===== src/rtl/pulse_peak_rate_meter_unit_macros.svh =====
// Assertion macros shared by the pulse rate meter RTL.
`ifndef PULSE_PEAK_RATE_METER_UNIT_MACROS_SVH
`define PULSE_PEAK_RATE_METER_UNIT_MACROS_SVH

`ifndef NO_ASSERTIONS

// Flag a condition that must never hold outside reset.
`define PPRM_ASSERT_NEVER(lbl, clk, rst, cond) \
   lbl: assert property (@(posedge clk) disable iff (rst) !(cond)) \
      else $error("assertion failed");

// Require b in the same cycle whenever a holds outside reset.
`define PPRM_ASSERT_IMPLY(lbl, clk, rst, a, b) \
   lbl: assert property (@(posedge clk) disable iff (rst) (a) |-> (b)) \
      else $error("assertion failed");

`else

`define PPRM_ASSERT_NEVER(lbl, clk, rst, cond)
`define PPRM_ASSERT_IMPLY(lbl, clk, rst, a, b)

`endif

`endif


===== src/rtl/pprm_pkg.sv =====
// Shared types and constants of the pulse rate meter.
package pprm_pkg;

   localparam int SAMPLE_BITS   = 10;
   localparam int REQ_DATA_BITS = ((SAMPLE_BITS + 7) / 8) * 8;
   localparam int COUNT_BITS    = 8;
   localparam int RATE_BITS     = 8;
   localparam int SPAN_BITS     = 2 * COUNT_BITS;
   localparam int STEP_BITS     = $clog2(SPAN_BITS);
   localparam int CSR_DATA_BITS = 32;
   localparam int CSR_ADDR_BITS = 5;

   localparam logic [SPAN_BITS-1:0]   MS_PER_MINUTE = SPAN_BITS'(60000);
   localparam logic [COUNT_BITS-1:0]  COUNT_MAX     = '1;
   localparam logic [RATE_BITS-1:0]   RATE_MAX      = '1;

   localparam logic [SAMPLE_BITS-1:0] THRESHOLD_RESET    = SAMPLE_BITS'(400);
   localparam logic [COUNT_BITS-1:0]  RISE_LIMIT_RESET   = COUNT_BITS'(1);
   localparam logic [COUNT_BITS-1:0]  FALL_LIMIT_RESET   = COUNT_BITS'(2);
   localparam logic [COUNT_BITS-1:0]  SEARCH_LIMIT_RESET = COUNT_BITS'(255);
   localparam logic [COUNT_BITS-1:0]  PERIOD_RESET       = COUNT_BITS'(20);

   // Register word index (byte address / 4)
   typedef enum logic [2:0] {
      CSR_PEAK_THRESHOLD = 3'd0,
      CSR_RISE_LIMIT     = 3'd1,
      CSR_FALL_LIMIT     = 3'd2,
      CSR_SEARCH_LIMIT   = 3'd3,
      CSR_SAMPLE_PERIOD  = 3'd4
   } csr_index_type;

   typedef enum logic [1:0] {
      ST_IDLE,
      ST_UPDATE,
      ST_DIVIDE,
      ST_RESULT
   } state_type;

   typedef struct packed {
      logic                 start;
      logic [SPAN_BITS-1:0] divisor;
   } div_req_type;

   typedef struct packed {
      logic                 busy;
      logic                 done;
      logic [SPAN_BITS-1:0] quotient;
   } div_rsp_type;

endpackage


===== src/rtl/pprm_div.sv =====
// Bit-serial restoring divider: one minute in ms divided by the peak span.
module pprm_div (
   input  logic                  clock,
   input  logic                  reset,
   input  pprm_pkg::div_req_type div_req,
   output pprm_pkg::div_rsp_type div_rsp
);
   import pprm_pkg::*;

   logic                 busy_ff, busy_in;
   logic [STEP_BITS-1:0] step_ff, step_in;
   logic [SPAN_BITS-1:0] divisor_ff, divisor_in;
   logic [SPAN_BITS-1:0] rem_ff, rem_in;
   logic [SPAN_BITS-1:0] quot_ff, quot_in;
   logic                 done_ff, done_in;
   logic [SPAN_BITS:0]   rem_shift;
   logic [SPAN_BITS+1:0] diff;
   logic                 fits;

   // Shift in the next dividend bit and try one subtract
   assign rem_shift = {rem_ff, MS_PER_MINUTE[step_ff]};
   assign diff      = {1'b0, rem_shift} - {2'b00, divisor_ff};
   assign fits      = ~diff[SPAN_BITS+1];

   always_comb begin
      busy_in    = busy_ff;
      step_in    = step_ff;
      divisor_in = divisor_ff;
      rem_in     = rem_ff;
      quot_in    = quot_ff;
      done_in    = 1'b0;
      if (div_req.start) begin
         busy_in    = 1'b1;
         step_in    = STEP_BITS'(SPAN_BITS - 1);
         divisor_in = div_req.divisor;
         rem_in     = '0;
         quot_in    = '0;
      end else if (busy_ff) begin
         rem_in  = fits ? diff[SPAN_BITS-1:0] : rem_shift[SPAN_BITS-1:0];
         quot_in = {quot_ff[SPAN_BITS-2:0], fits};
         step_in = step_ff - STEP_BITS'(1);
         if (step_ff == '0) begin
            busy_in = 1'b0;
            done_in = 1'b1;
         end
      end
   end

   always_ff @(posedge clock) begin
      if (reset) begin
         busy_ff <= 1'b0;
         done_ff <= 1'b0;
      end else begin
         busy_ff <= busy_in;
         done_ff <= done_in;
      end
      step_ff    <= step_in;
      divisor_ff <= divisor_in;
      rem_ff     <= rem_in;
      quot_ff    <= quot_in;
   end

   assign div_rsp.busy     = busy_ff;
   assign div_rsp.done     = done_ff;
   assign div_rsp.quotient = quot_ff;

endmodule


===== src/rtl/pulse_peak_rate_meter_unit.sv =====
// Pulse rate meter: peak detector, interval timer and rate divider.
// A word that ends no measurement passes the accept and update states; a timeout word
// goes from update to the result state. A rate word runs the serial divider, one
// quotient bit a cycle, before its result shows in the result state.
// Synchronous active-high reset restores register defaults and the search state;
// no clearing pass is needed.
`include "pulse_peak_rate_meter_unit_macros.svh"

module pulse_peak_rate_meter_unit (
   input  logic                                clock,
   input  logic                                reset,
   // sample in [9:0], zero padding above
   input  logic [pprm_pkg::REQ_DATA_BITS-1:0]  req_tdata,
   input  logic                                req_tvalid,
   output logic                                req_tready,
   // beats_per_minute in [7:0]
   output logic [pprm_pkg::RATE_BITS-1:0]      rsp_tdata,
   // rate_found in [0]
   output logic                                rsp_tuser,
   output logic                                rsp_tvalid,
   input  logic                                rsp_tready,
   input  logic                                csr_psel,
   input  logic                                csr_penable,
   input  logic                                csr_pwrite,
   input  logic [pprm_pkg::CSR_ADDR_BITS-1:0]  csr_paddr,
   input  logic [pprm_pkg::CSR_DATA_BITS-1:0]  csr_pwdata,
   output logic [pprm_pkg::CSR_DATA_BITS-1:0]  csr_prdata,
   output logic                                csr_pready
);
   import pprm_pkg::*;

   // Configuration registers
   logic [SAMPLE_BITS-1:0] threshold_ff;
   logic [COUNT_BITS-1:0]  rise_limit_ff, fall_limit_ff, search_limit_ff, period_ff;
   logic                   csr_write;
   csr_index_type          csr_index;

   // Search state
   state_type              state_ff, state_in;
   logic [SAMPLE_BITS-1:0] sample_ff;
   logic                   second_ff, second_in;
   logic [SAMPLE_BITS-1:0] max_ff, max_in;
   logic [COUNT_BITS-1:0]  rise_ff, rise_in;
   logic [COUNT_BITS-1:0]  fall_ff, fall_in;
   logic [COUNT_BITS-1:0]  left_ff, left_in;
   logic [COUNT_BITS-1:0]  interval_ff, interval_in;

   // Result register
   logic [RATE_BITS-1:0]   bpm_ff, bpm_in;
   logic                   found_ff, found_in;
   logic                   valid_ff;

   // Update decode
   logic [COUNT_BITS-1:0]  interval_step, rise_step, fall_step;
   logic [SAMPLE_BITS-1:0] max_step;
   logic                   peak, timeout;
   logic                   accept, go_divide, go_timeout, load_rate;
   div_req_type            div_req;
   div_rsp_type            div_rsp;

   // Register file
   assign csr_pready = 1'b1;
   assign csr_write  = csr_psel & csr_penable & csr_pwrite & csr_pready;
   assign csr_index  = csr_index_type'(csr_paddr[CSR_ADDR_BITS-1:2]);

   always_ff @(posedge clock) begin
      if (reset) begin
         threshold_ff    <= THRESHOLD_RESET;
         rise_limit_ff   <= RISE_LIMIT_RESET;
         fall_limit_ff   <= FALL_LIMIT_RESET;
         search_limit_ff <= SEARCH_LIMIT_RESET;
         period_ff       <= PERIOD_RESET;
      end else if (csr_write) begin
         unique case (csr_index)
            CSR_PEAK_THRESHOLD: threshold_ff    <= csr_pwdata[SAMPLE_BITS-1:0];
            CSR_RISE_LIMIT:     rise_limit_ff   <= csr_pwdata[COUNT_BITS-1:0];
            CSR_FALL_LIMIT:     fall_limit_ff   <= csr_pwdata[COUNT_BITS-1:0];
            CSR_SEARCH_LIMIT:   search_limit_ff <= csr_pwdata[COUNT_BITS-1:0];
            CSR_SAMPLE_PERIOD:  period_ff       <= csr_pwdata[COUNT_BITS-1:0];
            default: ;
         endcase
      end
   end

   always_comb begin
      unique case (csr_index)
         CSR_PEAK_THRESHOLD:
            csr_prdata = {{(CSR_DATA_BITS-SAMPLE_BITS){1'b0}}, threshold_ff};
         CSR_RISE_LIMIT:
            csr_prdata = {{(CSR_DATA_BITS-COUNT_BITS){1'b0}}, rise_limit_ff};
         CSR_FALL_LIMIT:
            csr_prdata = {{(CSR_DATA_BITS-COUNT_BITS){1'b0}}, fall_limit_ff};
         CSR_SEARCH_LIMIT:
            csr_prdata = {{(CSR_DATA_BITS-COUNT_BITS){1'b0}}, search_limit_ff};
         CSR_SAMPLE_PERIOD:
            csr_prdata = {{(CSR_DATA_BITS-COUNT_BITS){1'b0}}, period_ff};
         default:
            csr_prdata = '0;
      endcase
   end

   // Peak detector step on the held sample
   always_comb begin
      interval_step = interval_ff;
      if (second_ff && interval_ff != COUNT_MAX) begin
         interval_step = interval_ff + COUNT_BITS'(1);
      end
      max_step  = max_ff;
      rise_step = rise_ff;
      fall_step = fall_ff;
      if (sample_ff >= threshold_ff) begin
         if (sample_ff > max_ff) begin
            max_step  = sample_ff;
            fall_step = '0;
            if (rise_ff != COUNT_MAX) begin
               rise_step = rise_ff + COUNT_BITS'(1);
            end
         end else if (fall_ff != COUNT_MAX) begin
            fall_step = fall_ff + COUNT_BITS'(1);
         end
      end
   end

   assign peak       = (rise_step > rise_limit_ff) && (fall_step > fall_limit_ff);
   assign timeout    = !peak && (left_ff <= COUNT_BITS'(1));
   assign go_divide  = (state_ff == ST_UPDATE) && peak && second_ff;
   assign go_timeout = (state_ff == ST_UPDATE) && timeout;

   // Next state
   always_comb begin
      state_in = state_ff;
      unique case (state_ff)
         ST_IDLE:   if (req_tvalid) state_in = ST_UPDATE;
         ST_UPDATE: begin
            if (go_divide) begin
               state_in = ST_DIVIDE;
            end else if (go_timeout) begin
               state_in = ST_RESULT;
            end else begin
               state_in = ST_IDLE;
            end
         end
         ST_DIVIDE: if (div_rsp.done) state_in = ST_RESULT;
         ST_RESULT: if (rsp_tready) state_in = ST_IDLE;
         default:   state_in = ST_IDLE;
      endcase
   end

   // State machine outputs
   always_comb begin
      req_tready      = 1'b0;
      div_req.start   = 1'b0;
      div_req.divisor = SPAN_BITS'(interval_step) * SPAN_BITS'(period_ff);
      load_rate       = 1'b0;
      unique case (state_ff)
         ST_IDLE:   req_tready    = 1'b1;
         ST_UPDATE: div_req.start = go_divide;
         ST_DIVIDE: load_rate     = div_rsp.done;
         ST_RESULT: ;
         default:   ;
      endcase
   end

   assign accept = req_tvalid & req_tready;

   // Search registers: advance, restart after a peak or timeout
   always_comb begin
      second_in   = second_ff;
      max_in      = max_ff;
      rise_in     = rise_ff;
      fall_in     = fall_ff;
      left_in     = left_ff;
      interval_in = interval_ff;
      if (state_ff == ST_UPDATE) begin
         if (peak || timeout) begin
            second_in   = peak && !second_ff;
            interval_in = '0;
            max_in      = '0;
            rise_in     = '0;
            fall_in     = '0;
            left_in     = search_limit_ff;
         end else begin
            interval_in = interval_step;
            max_in      = max_step;
            rise_in     = rise_step;
            fall_in     = fall_step;
            left_in     = left_ff - COUNT_BITS'(1);
         end
      end
   end

   // Result word: saturate the quotient, zero on timeout
   always_comb begin
      bpm_in   = bpm_ff;
      found_in = found_ff;
      if (go_timeout) begin
         bpm_in   = '0;
         found_in = 1'b0;
      end else if (load_rate) begin
         found_in = 1'b1;
         if (div_rsp.quotient > SPAN_BITS'(RATE_MAX)) begin
            bpm_in = RATE_MAX;
         end else begin
            bpm_in = div_rsp.quotient[RATE_BITS-1:0];
         end
      end
   end

   always_ff @(posedge clock) begin
      if (reset) begin
         state_ff    <= ST_IDLE;
         second_ff   <= 1'b0;
         max_ff      <= '0;
         rise_ff     <= '0;
         fall_ff     <= '0;
         left_ff     <= SEARCH_LIMIT_RESET;
         interval_ff <= '0;
         valid_ff    <= 1'b0;
      end else begin
         state_ff    <= state_in;
         second_ff   <= second_in;
         max_ff      <= max_in;
         rise_ff     <= rise_in;
         fall_ff     <= fall_in;
         left_ff     <= left_in;
         interval_ff <= interval_in;
         valid_ff    <= (state_in == ST_RESULT);
      end
      if (accept) begin
         sample_ff <= req_tdata[SAMPLE_BITS-1:0];
      end
      bpm_ff   <= bpm_in;
      found_ff <= found_in;
   end

   assign rsp_tdata  = bpm_ff;
   assign rsp_tuser  = found_ff;
   assign rsp_tvalid = valid_ff;

   pprm_div u_div (
      .clock   (clock),
      .reset   (reset),
      .div_req (div_req),
      .div_rsp (div_rsp)
   );

   // Checks
   `PPRM_ASSERT_NEVER(a_ready_while_result, clock, reset, req_tready && rsp_tvalid)
   `PPRM_ASSERT_IMPLY(a_div_only_in_divide, clock, reset, div_rsp.busy, state_ff == ST_DIVIDE)
   `PPRM_ASSERT_IMPLY(a_timeout_zero_rate, clock, reset, rsp_tvalid && !rsp_tuser, rsp_tdata == '0)

endmodule


===== config.mk =====
export PLATFORM = sky130hd
export DESIGN_NAME = pulse_peak_rate_meter_unit
export DESIGN_NICKNAME = d
export VERILOG_FILES = /design/src/rtl/pprm_pkg.sv /design/src/rtl/pprm_div.sv /design/src/rtl/pulse_peak_rate_meter_unit.sv
export VERILOG_INCLUDE_DIRS = /design/src /design/src/rtl
export SDC_FILE = /design/constraint.sdc
export NUM_CORES = 1
export LEC_CHECK = 0
export ABC_AREA = 1
export BUFFER_PORTS_ARGS = -buffer_cell sky130_fd_sc_hd__buf_2
export CORE_ASPECT_RATIO = 1.5
export CORE_MARGIN = 4
export CORE_UTILIZATION = 45
export DETAILED_ROUTE_END_ITERATION = 10
export SLEW_MARGIN = 0
export SYNTH_ARGS = -nofsm -noshare
export SYNTH_HDL_FRONTEND = slang
export SYNTH_SLANG_ARGS = --single-unit

===== constraint.sdc =====
create_clock -name clock -period 6.4 [get_ports clock]
set_clock_uncertainty 0.1 [all_clocks]
set_input_delay 1.28 -clock clock [delete_from_list [all_inputs] [get_ports clock]]
set_output_delay 1.28 -clock clock [all_outputs]
set_load 0.05 [all_outputs]

# [Word level (Yosys, flattened, before mapping)]
# Memories as Yosys holds them, arrays and structs flattened. A register that Yosys moved wholly into a read port is not among the register bits.
# Cells that the tools add are included.
[totals] n_memories=1 out_inout_bits=44 ff_bits=161 input_bits=60 wordCells=109 mem_bits_ro=16
[mem_list] memory="(name not given)" depth=16 width=1 rd=1 rd_ports_with_merged_regs=1 write_ports=0 line_no="pprm_div.sv:21" source="assign rem_shift = {rem_ff, MS_PER_MINUTE[step_ff]};"
[classes] mul=1 n_lt_le_gt_ge=7 n_addsub=6 bitwise_logic=5 n_mux=33 eq_ne=11 n_reduce_logical=23
[ops] op="2-to-1 mux 8 bit" n=12
[ops] op="case mux 10 bit (5 select lines)" n=1
[ops] op="2-to-1 mux 10 bit" n=3
[ops] op="adder 8 x 1 -> 8 bit (second input constant)" n=3
[ops] op="inequality test 8 bit (second input constant)" n=3
[ops] op="subtractor 17 x 16 -> 18 bit" n=1
[ops] op="greater-than comparator 16 x 8 -> 1 bit (second input constant)" n=1
[ops] op="greater-than comparator 8 bit" n=2
[ops] op="multiplier 8 x 8 -> 16 bit" n=1
[ops] op="2-to-1 mux 16 bit" n=1
[ops] op="AND reduction 2 bit" n=6
[ops] op=">= comparator 10 bit" n=1
[ops] op="greater-than comparator 10 bit" n=1
[ops] op="2-to-1 mux 2 bit" n=5
[ops] op="<= comparator 8 x 1 -> 1 bit (second input constant)" n=1
[ops] op="2-to-1 mux 1 bit" n=8
[ops] op="2-to-1 mux 4 bit" n=2
[ops] op="case mux 2 bit (4 select lines)" n=1
[ops] op="subtractor 8 x 1 -> 8 bit (second input constant)" n=1
[ops] op="logical AND 1 bit" n=7
[ops] op="equality test 2 bit (second input constant)" n=3
[ops] op="equality test 3 x 2 -> 1 bit (second input constant)" n=2
[ops] op="less-than comparator 4 x 5 -> 1 bit (second input constant)" n=1
[ops] op="zero test 4 bit" n=1
[ops] op="other kinds (13)" n=18

# [Longest topological paths before layout]
[logic_depth] depth_word=13 ltp_mapped=28 depth_no_buf=27

# [Modules after synthesis]
# From an unflattened synthesis, not the netlist that was laid out.
[unflattened] hier_cells=1572 hier_area_um2=11433.5
[modules_own_cells] module="pulse_peak_rate_meter_unit" seq_area_each_um2=2242.2 area_per_inst_um2=8370.5 cells_each=1154 n_inst=1
[modules_own_cells] module="pprm_div" seq_area_each_um2=1261.2 area_per_inst_um2=3062.9 cells_each=418 n_inst=1

# [Worst setup path before layout]
# OpenSTA, ideal clock, no wires.
[synth_timing] path_type="register -> register" from="register interval_ff[1]" to="register u_div.divisor_ff[12] (data pin)" period_less_slack_ps=5142 required_time_ps=6038 path_stages_with_launch=24 path_buffers=0 t_arrival_ps=4780 slack_ps=1258 path_cell_list="dfxtp_1 > ha_1 > inv_1 > nor2_4 > nand4_1 > nand2_2 > inv_2 > or2_2 > nand2_4 > inv_1 > nand2_1 > fa_1 > fa_1 > inv_1 > fa_1 > inv_1 > fa_1 > inv_1 > ha_1 > a21oi_1 > a21boi_0 > o21ai_0 > a21oi_1 > xor2_1"
[synth_rtl] element="start, declared" line_no="pulse_peak_rate_meter_unit.sv:46" source="logic [COUNT_BITS-1:0] interval_ff, interval_in;"
[synth_rtl] element="start signal, assigned" line_no="pulse_peak_rate_meter_unit.sv:226" source="interval_ff <= interval_in;"
[synth_rtl] element="end signal, assigned" line_no="pprm_div.sv:58" source="divisor_ff <= divisor_in;"
[synth_rtl] element="end, declared" line_no="pprm_div.sv:12" source="logic [SPAN_BITS-1:0] divisor_ff, divisor_in;"

==> reports/metrics.cfg <==
[setup_path]
r2r-start = interval_ff[0]$_SDFFE_PP0P_
cp_cell_sequence = ha_1 > inv_1 > nor2_4 > nand4_1 > nand2_2 > inv_2 > or2_2 > nand2_4 > inv_1 > nand2_1 > fa_1 > fa_1 > inv_1 > fa_1 > inv_1 > fa_1 > inv_1 > ha_1 > a21oi_1 > a21boi_0 > o21ai_0 > a21oi_1 > xor2_1
cp-end-kind = register
worst_ep_arrival_time_ns = 5.77
cp_common_cell = inv_1
cp_slowest_stage_delay_ns = 0.55
cpMaxStageDelayCell = fa_1
worstPathMaxFanout = 11
cp.buffers_inverters = 6
path_depth = 23
r2r_slack_ns = 0.72
critPathKind = register to register
required_ns = 6.49
startpoint_type = register
rr_endpoint = u_div.divisor_ff[12]$_DFFE_PP_
ff2ff_path_depth = 23
path_delay_family = adder cells

[synthesis]
ys_top_cells_by_count = nand2_1 (321), inv_1 (238), nor2_1 (157)
synthesis.area_um2 = 11600
ys_top_cells_by_area = dfxtp_1 (23%), nand2_1 (10%), ha_1 (10%)
synthMostInstantiatedCell = nand2_1
ys_seq_area_share_pct = 30.1
async_flop_share_pct = 0
yosysTopAreaCell = dfxtp_1
avgSynthCellArea_um2 = 7.51
synthCells = 1548
synthFlopType = dfxtp_1
synth_cell_type_count = 54
yosys_register_bits = 162
synth_top_area_share_pct = 23.4
synth_edf_count = 26
synth_warnings = 0

[sta]
rsz0062_at_grt = no
min_period_ns = 5.68
worst_slew_pin_slew_ns = 1.17
timing.max_slew.rel_slack_pct = 22.2
final_max_slew_viol_count = 0
period_share_pct = 88.8
finalSetupTns_ns = 0
fmax_mhz = 176
hold_viol_final = 0
hold_ws_ns = 0.363
finalWorstSetupSlack_ns = 0.718
finalSetupViolations = 0

[routing]
dr.pass1.iters = 7
post_drt_wl_per_cell_um = 14.8
routed_wl_um = 28500
vias_per_cell = 5.06
drtIter0Drc = 442
ant_nets = 0
drc = 0
route.vias.total = 9731

[floorplan]
dieArea_um2 = 28500
die_w_um = 139
rows = 71
fp.dieH_um = 205
ios = 104
start_util_pct = 45.9
core-area_um2 = 25300

[clock_network]
htreeDepth = 4
cts_setup_buffers = 0
insertion_delay_ns = 0.44
holdBufCountCts = 0
cts_resized = 0
cts_tree = done
path_clk_slew_ns = 0.07
cts_made_buffers = 17
clock_sinks = 162
clockBufferDepth = 2
cts_root_buf = clkbuf_16

[global_routing]
grt_max_degree = 52
globalRouteOverflowTotal = 0
grt.total_usage_pct = 20.1
grt_pass1_vias = 9604
grt_pass1_wl_um = 46200
antenna_found_initial = 0

[layout]
layout.nets = 1773
area_growth_pct = 8.64
fin_area_um2 = 12600
drive_above_1_share_pct = 11.3
n_antenna_cell = 0
finalNonFillerCells = 1922
fin_util_pct = 49.9

[hold_path]
holdPathStages = 1
hold_start = rsp_tuser$_SDFFE_PN0P_
whs_endpoint = rsp_tuser$_SDFFE_PN0P_
hold_class = register to register

[place]
io_buffer_count = 50
postPlaceCellArea_um2 = 12000
dp_worst_setup_slack_ns = 0.718
dp_cells = 1890
place_congestion = 0.956
dp_hpwl_um = 22200

[job]
maxCapViolCount = 0

[power]
ir_worst_vdd_v = 0.000262
power_mw = 2.91
p_per_area_nw_per_um2 = 230
cellLeakagePower_nw = 5.97

[run_status]
status = finished clean

worst max path at each step:
| stage | slack, ns | endpoint | start |
|---|---|---|---|
| after floorplan | 1.26 | u_div.divisor_ff[12]$_DFFE_PP_ | interval_ff[1]$_SDFFE_PP0P_ |
| after global placement | 0.80 | u_div.divisor_ff[13]$_DFFE_PP_ | interval_ff[0]$_SDFFE_PP0P_ |
| after detailed placement | 0.72 | u_div.divisor_ff[13]$_DFFE_PP_ | interval_ff[0]$_SDFFE_PP0P_ |
| after CTS | 0.72 | u_div.divisor_ff[13]$_DFFE_PP_ | interval_ff[0]$_SDFFE_PP0P_ |
| after global routing | 0.31 | u_div.divisor_ff[13]$_DFFE_PP_ | interval_ff[0]$_SDFFE_PP0P_ |
| final | 0.72 | u_div.divisor_ff[12]$_DFFE_PP_ | interval_ff[0]$_SDFFE_PP0P_ |
cell type report:
cell class | count | area [um^2]
Clock buffer | 19 | 475
Clock inverter | 13 | 155
Fill cell | 2553 | 12700
Inverter | 258 | 972
Multi-Input combinational cell | 1088 | 6840
Sequential cell | 162 | 3500
Tap cell | 328 | 410
Timing Repair Buffer | 54 | 280
kinds of logic (layout without fill, tap and decap cells):
group	count (synthesis)	after routing	synth area share, %
compound gates	270	270	14.3
xor+xnor	39	39	2.94
fa+ha+maj	132	132	16.6
buf+inv	319	344	11.8
flops	162	162	30.1
other cells	2	23	0.0646
simple gates	624	624	24.2
report_power, final:
group,internal [mW],switching [mW],total [mW]
clock network,0.634,0.464,1.10
registers,1.14,0.0647,1.20
logic,0.200,0.406,0.606
total,1.97,0.935,2.91
metal layers:
layer	vias up	track usage, %	wire length [um]
met5	-	0	0
met3	55	2.92	553
met2	150	40.9	16200
li1	4992	-	-
met1	4534	19.5	10700
met4	0	8.92	1130
registers in the layout, summed over array words and instances (netlist names), 2 cells and up:
signal and flops:
search_limit_ff 8, period_ff 8, max_ff 10, threshold_ff 10
rsp_tdata 8, u_div.step_ff 4, interval_ff 8, u_div.divisor_ff 16
state_ff 2, u_div.rem_ff 16, sample_ff 10, left_ff 8
fall_ff 8, rise_limit_ff 8, rise_ff 8, u_div.quot_ff 16
fall_limit_ff 8
worst register-to-register path: stages, from the launching register on:
cell      delay [ns]
dfxtp_1         0.42
ha_1            0.25
inv_1           0.09
nor2_4          0.12
nand4_1         0.10
nand2_2         0.15
inv_2           0.12
or2_2           0.32
nand2_4         0.12
inv_1           0.07
nand2_1         0.07
fa_1            0.46
fa_1            0.55
inv_1           0.06
fa_1            0.53
inv_1           0.06
fa_1            0.53
inv_1           0.04
ha_1            0.34
a21oi_1         0.18
a21boi_0        0.31
o21ai_0         0.18
a21oi_1         0.18
xor2_1          0.08
layout by cell type (no fill, tap or decap), types with 5 or more instances in the layout:
cell type  netlist  routed
nand2_4          7       7
nand3_1         68      68
ha_1            95      95
inv_1          238     238
xor2_1          26      26
nand2_1        321     321
nor2_4           8       8
a21boi_0         5       5
nand3_2          6       6
dfxtp_1        136     136
xnor2_1         13      13
buf_2            6      50
o211ai_1        13      13
fa_1            37      37
o21ai_0         63      63
edfxtp_1        26      26
nand2_2          9       9
nor2_1         157     157
a21boi_2         8       8
a221oi_1         7       7
o21a_1           5       5
nand4_1         12      12
nor3_1           9       9
a21oi_1        114     114
o22ai_1          6       6
o211ai_2         5       5
clkbuf_16        0      19
inv_2           17      17
a211oi_1        15      15
nor2_2           5       5
conb_1           2      23
inv_6            0       5
a21oi_2         13      13
o21bai_1         6       6
Note: power is estimated with default switching activity, not from simulation.
